$ cat src/rtl/pfr_pkg.sv
`default_nettype none

package pfr_pkg;

  localparam int CHANNEL_BITS_DEF = 10;
  localparam int NUM_CHAN         = 4;
  localparam int APB_AW           = 5;
  localparam int APB_DW           = 32;

  localparam logic [2:0]  BPP_RESET   = 3'd4;
  localparam logic [31:0] RED_RESET   = 32'h00FF_0000;
  localparam logic [31:0] GREEN_RESET = 32'h0000_FF00;
  localparam logic [31:0] BLUE_RESET  = 32'h0000_00FF;
  localparam logic [31:0] ALPHA_RESET = 32'h0000_0000;

  typedef enum logic [2:0] {
    REG_BPP   = 3'd0,
    REG_RED   = 3'd1,
    REG_GREEN = 3'd2,
    REG_BLUE  = 3'd3,
    REG_ALPHA = 3'd4
  } reg_idx_e;

  typedef struct packed {
    logic [2:0]                 bpp;
    logic [NUM_CHAN-1:0][31:0]  mask;
  } cfg_t;

  // lowest set bit position, 31 for an empty mask
  function automatic logic [4:0] trail_zeros(input logic [31:0] m);
    logic [31:0] low;
    logic [4:0]  n;
    low = m & (~m + 32'd1);
    n   = 5'd0;
    for (int i = 0; i < 32; i++) begin
      if (low[i]) begin
        n = n | 5'(i);
      end
    end
    if (m == 32'd0) begin
      n = 5'd31;
    end
    return n;
  endfunction

endpackage

`default_nettype wire

$ cat src/rtl/pixel_format_to_rgba8888_top.sv
// throughput: one pixel per clock while the output is not stalled, set by a
//   six-stage pipeline per channel (field extract, numerator, four radix-4 divide stages)
// output stalls hold the whole pipeline; input is taken while the output
//   stage is empty or being drained
// rst_ni clears all valid bits and loads the register reset values
`default_nettype none

module pixel_format_to_rgba8888_top
  import pfr_pkg::*;
#(
  parameter int CHANNEL_BITS = CHANNEL_BITS_DEF
) (
  input  wire logic              clk_i,
  input  wire logic              rst_ni,
  input  wire logic              psel,
  input  wire logic              penable,
  input  wire logic              pwrite,
  input  wire logic [APB_AW-1:0] paddr,
  input  wire logic [APB_DW-1:0] pwdata,
  output logic      [APB_DW-1:0] prdata,
  output logic                   pready,
  input  wire logic              s_axis_tvalid,
  output logic                   s_axis_tready,
  input  wire logic [31:0]       s_axis_tdata,  // pixel_word
  output logic                   m_axis_tvalid,
  input  wire logic              m_axis_tready,
  output logic      [31:0]       m_axis_tdata   // red_out, green_out, blue_out, alpha_out
);

  localparam int LAT = 6;

  cfg_t                cfg;
  logic                adv;
  logic [LAT-1:0]      vld_q;
  logic [31:0]         word;
  logic [NUM_CHAN-1:0][7:0] chan;

  pfr_apb_regs u_regs (
    .clk_i  (clk_i),
    .rst_ni (rst_ni),
    .psel   (psel),
    .penable(penable),
    .pwrite (pwrite),
    .paddr  (paddr),
    .pwdata (pwdata),
    .prdata (prdata),
    .pready (pready),
    .cfg_o  (cfg)
  );

  assign adv           = ~vld_q[LAT-1] | m_axis_tready;
  assign s_axis_tready = adv;
  assign m_axis_tvalid = vld_q[LAT-1];

  always_ff @(posedge clk_i or negedge rst_ni) begin
    if (!rst_ni) begin
      vld_q <= '0;
    end else if (adv) begin
      vld_q <= {vld_q[LAT-2:0], s_axis_tvalid};
    end
  end

  always_comb begin
    case (cfg.bpp) inside
      3'd0, 3'd1, 3'd2: word = {16'd0, s_axis_tdata[15:0]};
      3'd3:             word = {8'd0, s_axis_tdata[23:0]};
      default:          word = s_axis_tdata;
    endcase
  end

  for (genvar c = 0; c < NUM_CHAN; c++) begin : g_chan
    pfr_chan #(
      .CHANNEL_BITS(CHANNEL_BITS)
    ) u_chan (
      .clk_i (clk_i),
      .en_i  (adv),
      .word_i(word),
      .mask_i(cfg.mask[c]),
      .chan_o(chan[c])
    );
  end

  assign m_axis_tdata = {(cfg.mask[3] == 32'd0) ? 8'hFF : chan[3], chan[2], chan[1], chan[0]};

endmodule

`default_nettype wire

$ cat src/rtl/pfr_apb_regs.sv
`default_nettype none

module pfr_apb_regs
  import pfr_pkg::*;
(
  input  wire logic              clk_i,
  input  wire logic              rst_ni,
  input  wire logic              psel,
  input  wire logic              penable,
  input  wire logic              pwrite,
  input  wire logic [APB_AW-1:0] paddr,
  input  wire logic [APB_DW-1:0] pwdata,
  output logic      [APB_DW-1:0] prdata,
  output logic                   pready,
  output cfg_t                   cfg_o
);

  cfg_t     cfg_q, cfg_d;
  reg_idx_e idx;
  logic     wr_en;

  assign pready = 1'b1;
  assign idx    = reg_idx_e'(paddr[APB_AW-1:2]);
  assign wr_en  = psel & penable & pwrite;

  always_comb begin
    cfg_d = cfg_q;
    if (wr_en) begin
      case (idx)
        REG_BPP:   cfg_d.bpp     = pwdata[2:0];
        REG_RED:   cfg_d.mask[0] = pwdata;
        REG_GREEN: cfg_d.mask[1] = pwdata;
        REG_BLUE:  cfg_d.mask[2] = pwdata;
        REG_ALPHA: cfg_d.mask[3] = pwdata;
        default:   cfg_d = cfg_q;
      endcase
    end
  end

  always_comb begin
    case (idx)
      REG_BPP:   prdata = {29'd0, cfg_q.bpp};
      REG_RED:   prdata = cfg_q.mask[0];
      REG_GREEN: prdata = cfg_q.mask[1];
      REG_BLUE:  prdata = cfg_q.mask[2];
      REG_ALPHA: prdata = cfg_q.mask[3];
      default:   prdata = '0;
    endcase
  end

  always_ff @(posedge clk_i or negedge rst_ni) begin
    if (!rst_ni) begin
      cfg_q.bpp     <= BPP_RESET;
      cfg_q.mask[0] <= RED_RESET;
      cfg_q.mask[1] <= GREEN_RESET;
      cfg_q.mask[2] <= BLUE_RESET;
      cfg_q.mask[3] <= ALPHA_RESET;
    end else begin
      cfg_q <= cfg_d;
    end
  end

  assign cfg_o = cfg_q;

endmodule

`default_nettype wire

$ cat src/rtl/pfr_div_stage.sv
`default_nettype none

module pfr_div_stage
  import pfr_pkg::*;
#(
  parameter int CHANNEL_BITS = CHANNEL_BITS_DEF,
  parameter int HI_BIT       = 7
) (
  input  wire logic                    clk_i,
  input  wire logic                    en_i,
  input  wire logic [CHANNEL_BITS+7:0] rem_i,
  input  wire logic [7:0]              quo_i,
  input  wire logic [CHANNEL_BITS-1:0] den_i,
  input  wire logic                    zero_i,
  output logic      [CHANNEL_BITS+7:0] rem_o,
  output logic      [7:0]              quo_o,
  output logic      [CHANNEL_BITS-1:0] den_o,
  output logic                         zero_o
);

  localparam int NW = CHANNEL_BITS + 8;

  logic [NW-1:0]           rem_d, rem_q;
  logic [7:0]              quo_d, quo_q;
  logic [CHANNEL_BITS-1:0] den_q;
  logic                    zero_q;

  // two restoring steps per stage
  always_comb begin
    logic [NW-1:0] trial;
    rem_d = rem_i;
    quo_d = quo_i;
    for (int j = 0; j < 2; j++) begin
      trial = NW'(den_i) << (HI_BIT - j);
      if (rem_d >= trial) begin
        rem_d             = rem_d - trial;
        quo_d[HI_BIT - j] = 1'b1;
      end
    end
  end

  always_ff @(posedge clk_i) begin
    if (en_i) begin
      rem_q  <= rem_d;
      quo_q  <= quo_d;
      den_q  <= den_i;
      zero_q <= zero_i;
    end
  end

  assign rem_o  = rem_q;
  assign quo_o  = quo_q;
  assign den_o  = den_q;
  assign zero_o = zero_q;

endmodule

`default_nettype wire

$ cat src/rtl/pfr_chan.sv
`default_nettype none

module pfr_chan
  import pfr_pkg::*;
#(
  parameter int CHANNEL_BITS = CHANNEL_BITS_DEF
) (
  input  wire logic        clk_i,
  input  wire logic        en_i,
  input  wire logic [31:0] word_i,
  input  wire logic [31:0] mask_i,
  output logic      [7:0]  chan_o
);

  localparam int NW = CHANNEL_BITS + 8;

  logic [4:0]              tz;
  logic [31:0]             val_sh, max_sh;
  logic [CHANNEL_BITS-1:0] val_q, max_q;
  logic [NW-1:0]           num_d, num_q;
  logic [CHANNEL_BITS-1:0] den_q;
  logic                    zero_q;

  // extract field
  assign tz     = trail_zeros(mask_i);
  assign val_sh = (word_i & mask_i) >> tz;
  assign max_sh = mask_i >> tz;

  always_ff @(posedge clk_i) begin
    if (en_i) begin
      val_q <= val_sh[CHANNEL_BITS-1:0];
      max_q <= max_sh[CHANNEL_BITS-1:0];
    end
  end

  // v*255 + max/2
  assign num_d = NW'({val_q, 8'h00}) - NW'(val_q) + NW'(max_q >> 1);

  always_ff @(posedge clk_i) begin
    if (en_i) begin
      num_q  <= num_d;
      den_q  <= max_q;
      zero_q <= (max_q == '0);
    end
  end

  logic [4:0][NW-1:0]           rem;
  logic [4:0][7:0]              quo;
  logic [4:0][CHANNEL_BITS-1:0] den;
  logic [4:0]                   zero;

  assign rem[0]  = num_q;
  assign quo[0]  = 8'd0;
  assign den[0]  = den_q;
  assign zero[0] = zero_q;

  for (genvar s = 0; s < 4; s++) begin : g_div
    pfr_div_stage #(
      .CHANNEL_BITS(CHANNEL_BITS),
      .HI_BIT      (7 - 2 * s)
    ) u_stage (
      .clk_i (clk_i),
      .en_i  (en_i),
      .rem_i (rem[s]),
      .quo_i (quo[s]),
      .den_i (den[s]),
      .zero_i(zero[s]),
      .rem_o (rem[s+1]),
      .quo_o (quo[s+1]),
      .den_o (den[s+1]),
      .zero_o(zero[s+1])
    );
  end

  assign chan_o = zero[4] ? 8'd0 : quo[4];

endmodule

`default_nettype wire
$ cat config.mk
export PLATFORM = sky130hd
export DESIGN_NAME = pixel_format_to_rgba8888_top
export DESIGN_NICKNAME = d
export VERILOG_FILES = /design/src/rtl/pfr_pkg.sv /design/src/rtl/pixel_format_to_rgba8888_top.sv /design/src/rtl/pfr_apb_regs.sv /design/src/rtl/pfr_div_stage.sv /design/src/rtl/pfr_chan.sv
export SDC_FILE = /design/constraint.sdc
export NUM_CORES = 2
export LEC_CHECK = 0
export ABC_AREA = 1
export BUFFER_PORTS_ARGS = -buffer_cell sky130_fd_sc_hd__buf_4
export CORE_ASPECT_RATIO = 0.5
export CORE_MARGIN = 3
export CORE_UTILIZATION = 45
export CTS_CLUSTER_DIAMETER = 150
export DETAILED_ROUTE_END_ITERATION = 12
export GPL_ROUTABILITY_DRIVEN = 0
export PLACE_DENSITY_LB_ADDON = 0.12
export SLEW_MARGIN = 20
export SYNTH_ARGS = -nofsm -noshare
export SYNTH_HDL_FRONTEND = slang
export SYNTH_HIERARCHICAL = 1
export SYNTH_SLANG_ARGS = --single-unit
$ cat constraint.sdc
create_clock -name clk_i -period 14.5 [get_ports clk_i]
set_clock_uncertainty 0.2 [all_clocks]
set_input_delay 2.175 -clock clk_i [delete_from_list [all_inputs] [get_ports clk_i]]
set_output_delay 2.175 -clock clk_i [all_outputs]
set_load 0.005 [all_outputs]
==> impl_metrics.json <==
{
  "start_util": 0.4577,
  "crit_slowest_cell": "inv_2",
  "routed_via_density": 5.472,
  "grt_usage": 0.2575,
  "core-area_sq_mm": 0.1593,
  "crit_chain": "buf_4 > inv_2 > nand2_1 > nor2_2 > buf_4 > nand2_1 > nand4_1 > buf_4",
  "fp-row-count": 103,
  "clk_pin_slew_ns": 0.06,
  "antenna_found_initial": 7,
  "drt_iter0_markers": 7607,
  "slew_headroom": 0.1540,
  "postRouteAntennaNets": 0,
  "clockBufferDepth": 3,
  "synthToLayoutAreaGrowth_pct": 6.991,
  "ios": 143,
  "ctsHoldBuffers": 0,
  "dr.pass1.iters": 9,
  "critPathMaxStageDelay_ns": 0.63,
  "die_h_um": 290.6,
  "fin_setup_tns_ns": 0,
  "reg2reg_depth": 16,
  "wire_per_inst_um": 17.89,
  "min_period_ns": 6.968,
  "hold_viol_final": 0,
  "r2r_setup_slack_ns": 9.20,
  "syn_area_per_cell_sq_um": 7.098,
  "via_count": 68170,
  "syn-cell-area_sq_mm": 0.07290,
  "cp.arrival_ns": 4.59,
  "maxCapViolations": 0,
  "critPathMostFrequentCell": "buf_4",
  "crit_path_end_kind": "output port",
  "final_common_cell": "nand2_1",
  "hpwl_um": 169100,
  "dieArea_sq_mm": 0.1672,
  "cts-buffers-inserted": 82,
  "postSynthCellCount": 10270,
  "hold_depth": 0,
  "htree_num_levels": 3,
  "hold_class": "reg -> reg",
  "wirelength_um": 222900,
  "hold_end": "g_chan[3].u_chan/g_div[3].u_stage/quo_o[5]",
  "fmax_mhz": 143.5,
  "design_area_sq_mm": 0.07799,
  "layout-drive-gt1-share": 0.09417,
  "cts_tree": "built",
  "first_global_vias": 61960,
  "grt_overflow_total": 0,
  "status": "finished clean",
  "slew_viol_final": 0,
  "rsz0062_at_grt": "no",
  "drc": 0,
  "start_kind": "input port",
  "tightest_slew_ns": 1.264,
  "crit_fanout": 39,
  "period_share": 0.4805,
  "post_cts_buffers": 0,
  "grt_pass1_wl_um": 347600,
  "grt_max_degree": 181,
  "cts_resized": 0,
  "r2r-start": "u_regs/cfg_o[111]",
  "layout_common_cells": "nand2_1, nand3_1, inv_1, nor2_1, edfxtp_1",
  "setup_violations": 0,
  "placed_cell_area_sq_mm": 0.07522,
  "hp-start": "g_chan[3].u_chan/g_div[2].u_stage/quo_o[5]",
  "critPathRequiredTime_ns": 12.12,
  "crit_family": "buffers and inverters",
  "rr_endpoint": "g_chan[3].u_chan/max_q[1]",
  "synth_warnings": 6,
  "worstPathBufferInverterCount": 4,
  "cts_root_buf": "clkbuf_16",
  "die_w_um": 575.2,
  "crit_type": "in -> out",
  "nNetsFinal": 10770,
  "clk_latency_ns": 0.69,
  "cts.sinks": 813,
  "port_buffers": 139
}
[registers in the layout, indices dropped and copies added (netlist names)]
register,flops
vld_q,6
g_chan.u_chan/g_div.u_stage/den_o,120
g_chan.u_chan/max_q,40
u_regs/cfg_o,131
g_chan.u_chan/g_div.u_stage/rem_o,216
g_chan.u_chan/val_q,40
g_chan.u_chan/den_q,40
g_chan.u_chan/num_q,72
g_chan.u_chan/g_div.u_stage/zero_o,16
g_chan.u_chan/zero_q,4
g_chan.u_chan/g_div.u_stage/quo_o,128
[final cells by class]
type,instances,area [sq um]
fill,16150,81290
tap,2152,2693
multi-input combinational,7796,42250
inverter,1354,5101
sequential,813,23760
timing repair buffer,186,1425
clock buffer,97,2203
antenna,6,15.01
clock inverter,55,551.8
[how the worst max path moves through the flow]
| stage | from | end | slack [ns] | depth (start not counted) |
|---|---|---|---|---|
| detailed placement | paddr[4] | prdata[19] | 7.72 | 8 |
| finish | paddr[4] | prdata[19] | 7.53 | 8 |
| CTS | paddr[4] | prdata[19] | 7.70 | 8 |
| global route | paddr[4] | prdata[19] | 7.51 | 8 |
| global placement | paddr[4] | prdata[16] | 7.70 | 8 |
| floorplan | m_axis_tready | s_axis_tready | 2.05 | 3 |
[metal layers]
layer  share of wire  track usage  vias up
met2            0.43       0.3936     2581
li1                -            -    34020
met1            0.45       0.3646    31210
met4           0.030      0.07485       10
met5         0.00031     0.001702        -
met3           0.090      0.05506      350
[worst register-to-register path: stages (launching register included)]
cell	delay [ns]
dfrtp_1	0.79
nor2_1	0.21
nand2_1	0.12
nor2_1	0.05
nand2_2	0.43
nor2_1	0.25
nor3_1	0.23
nand2_1	0.12
nor2_4	0.09
buf_4	0.58
clkinv_2	1.00
nand3_1	0.53
nand3_1	0.14
nand3_1	0.11
nand2_1	0.06
inv_1	0.05
nand2_1	0.09
[through the flow]
stage	std cells	util	worst slack (ns)	hold slack [ns]
after floorplan	10300	-	2.053	0.2003
after detailed placement	12300	0.4722	7.717	0.2045
after global routing	12450	0.4896	7.508	0.2196
after global placement	12300	0.4722	7.696	0.2003
final	12460	0.4896	7.532	0.2135
after CTS	12450	0.4895	7.702	0.2148
Power is not shown: default switching activity piles up to over one toggle a cycle in this logic, so the estimate is an artifact.
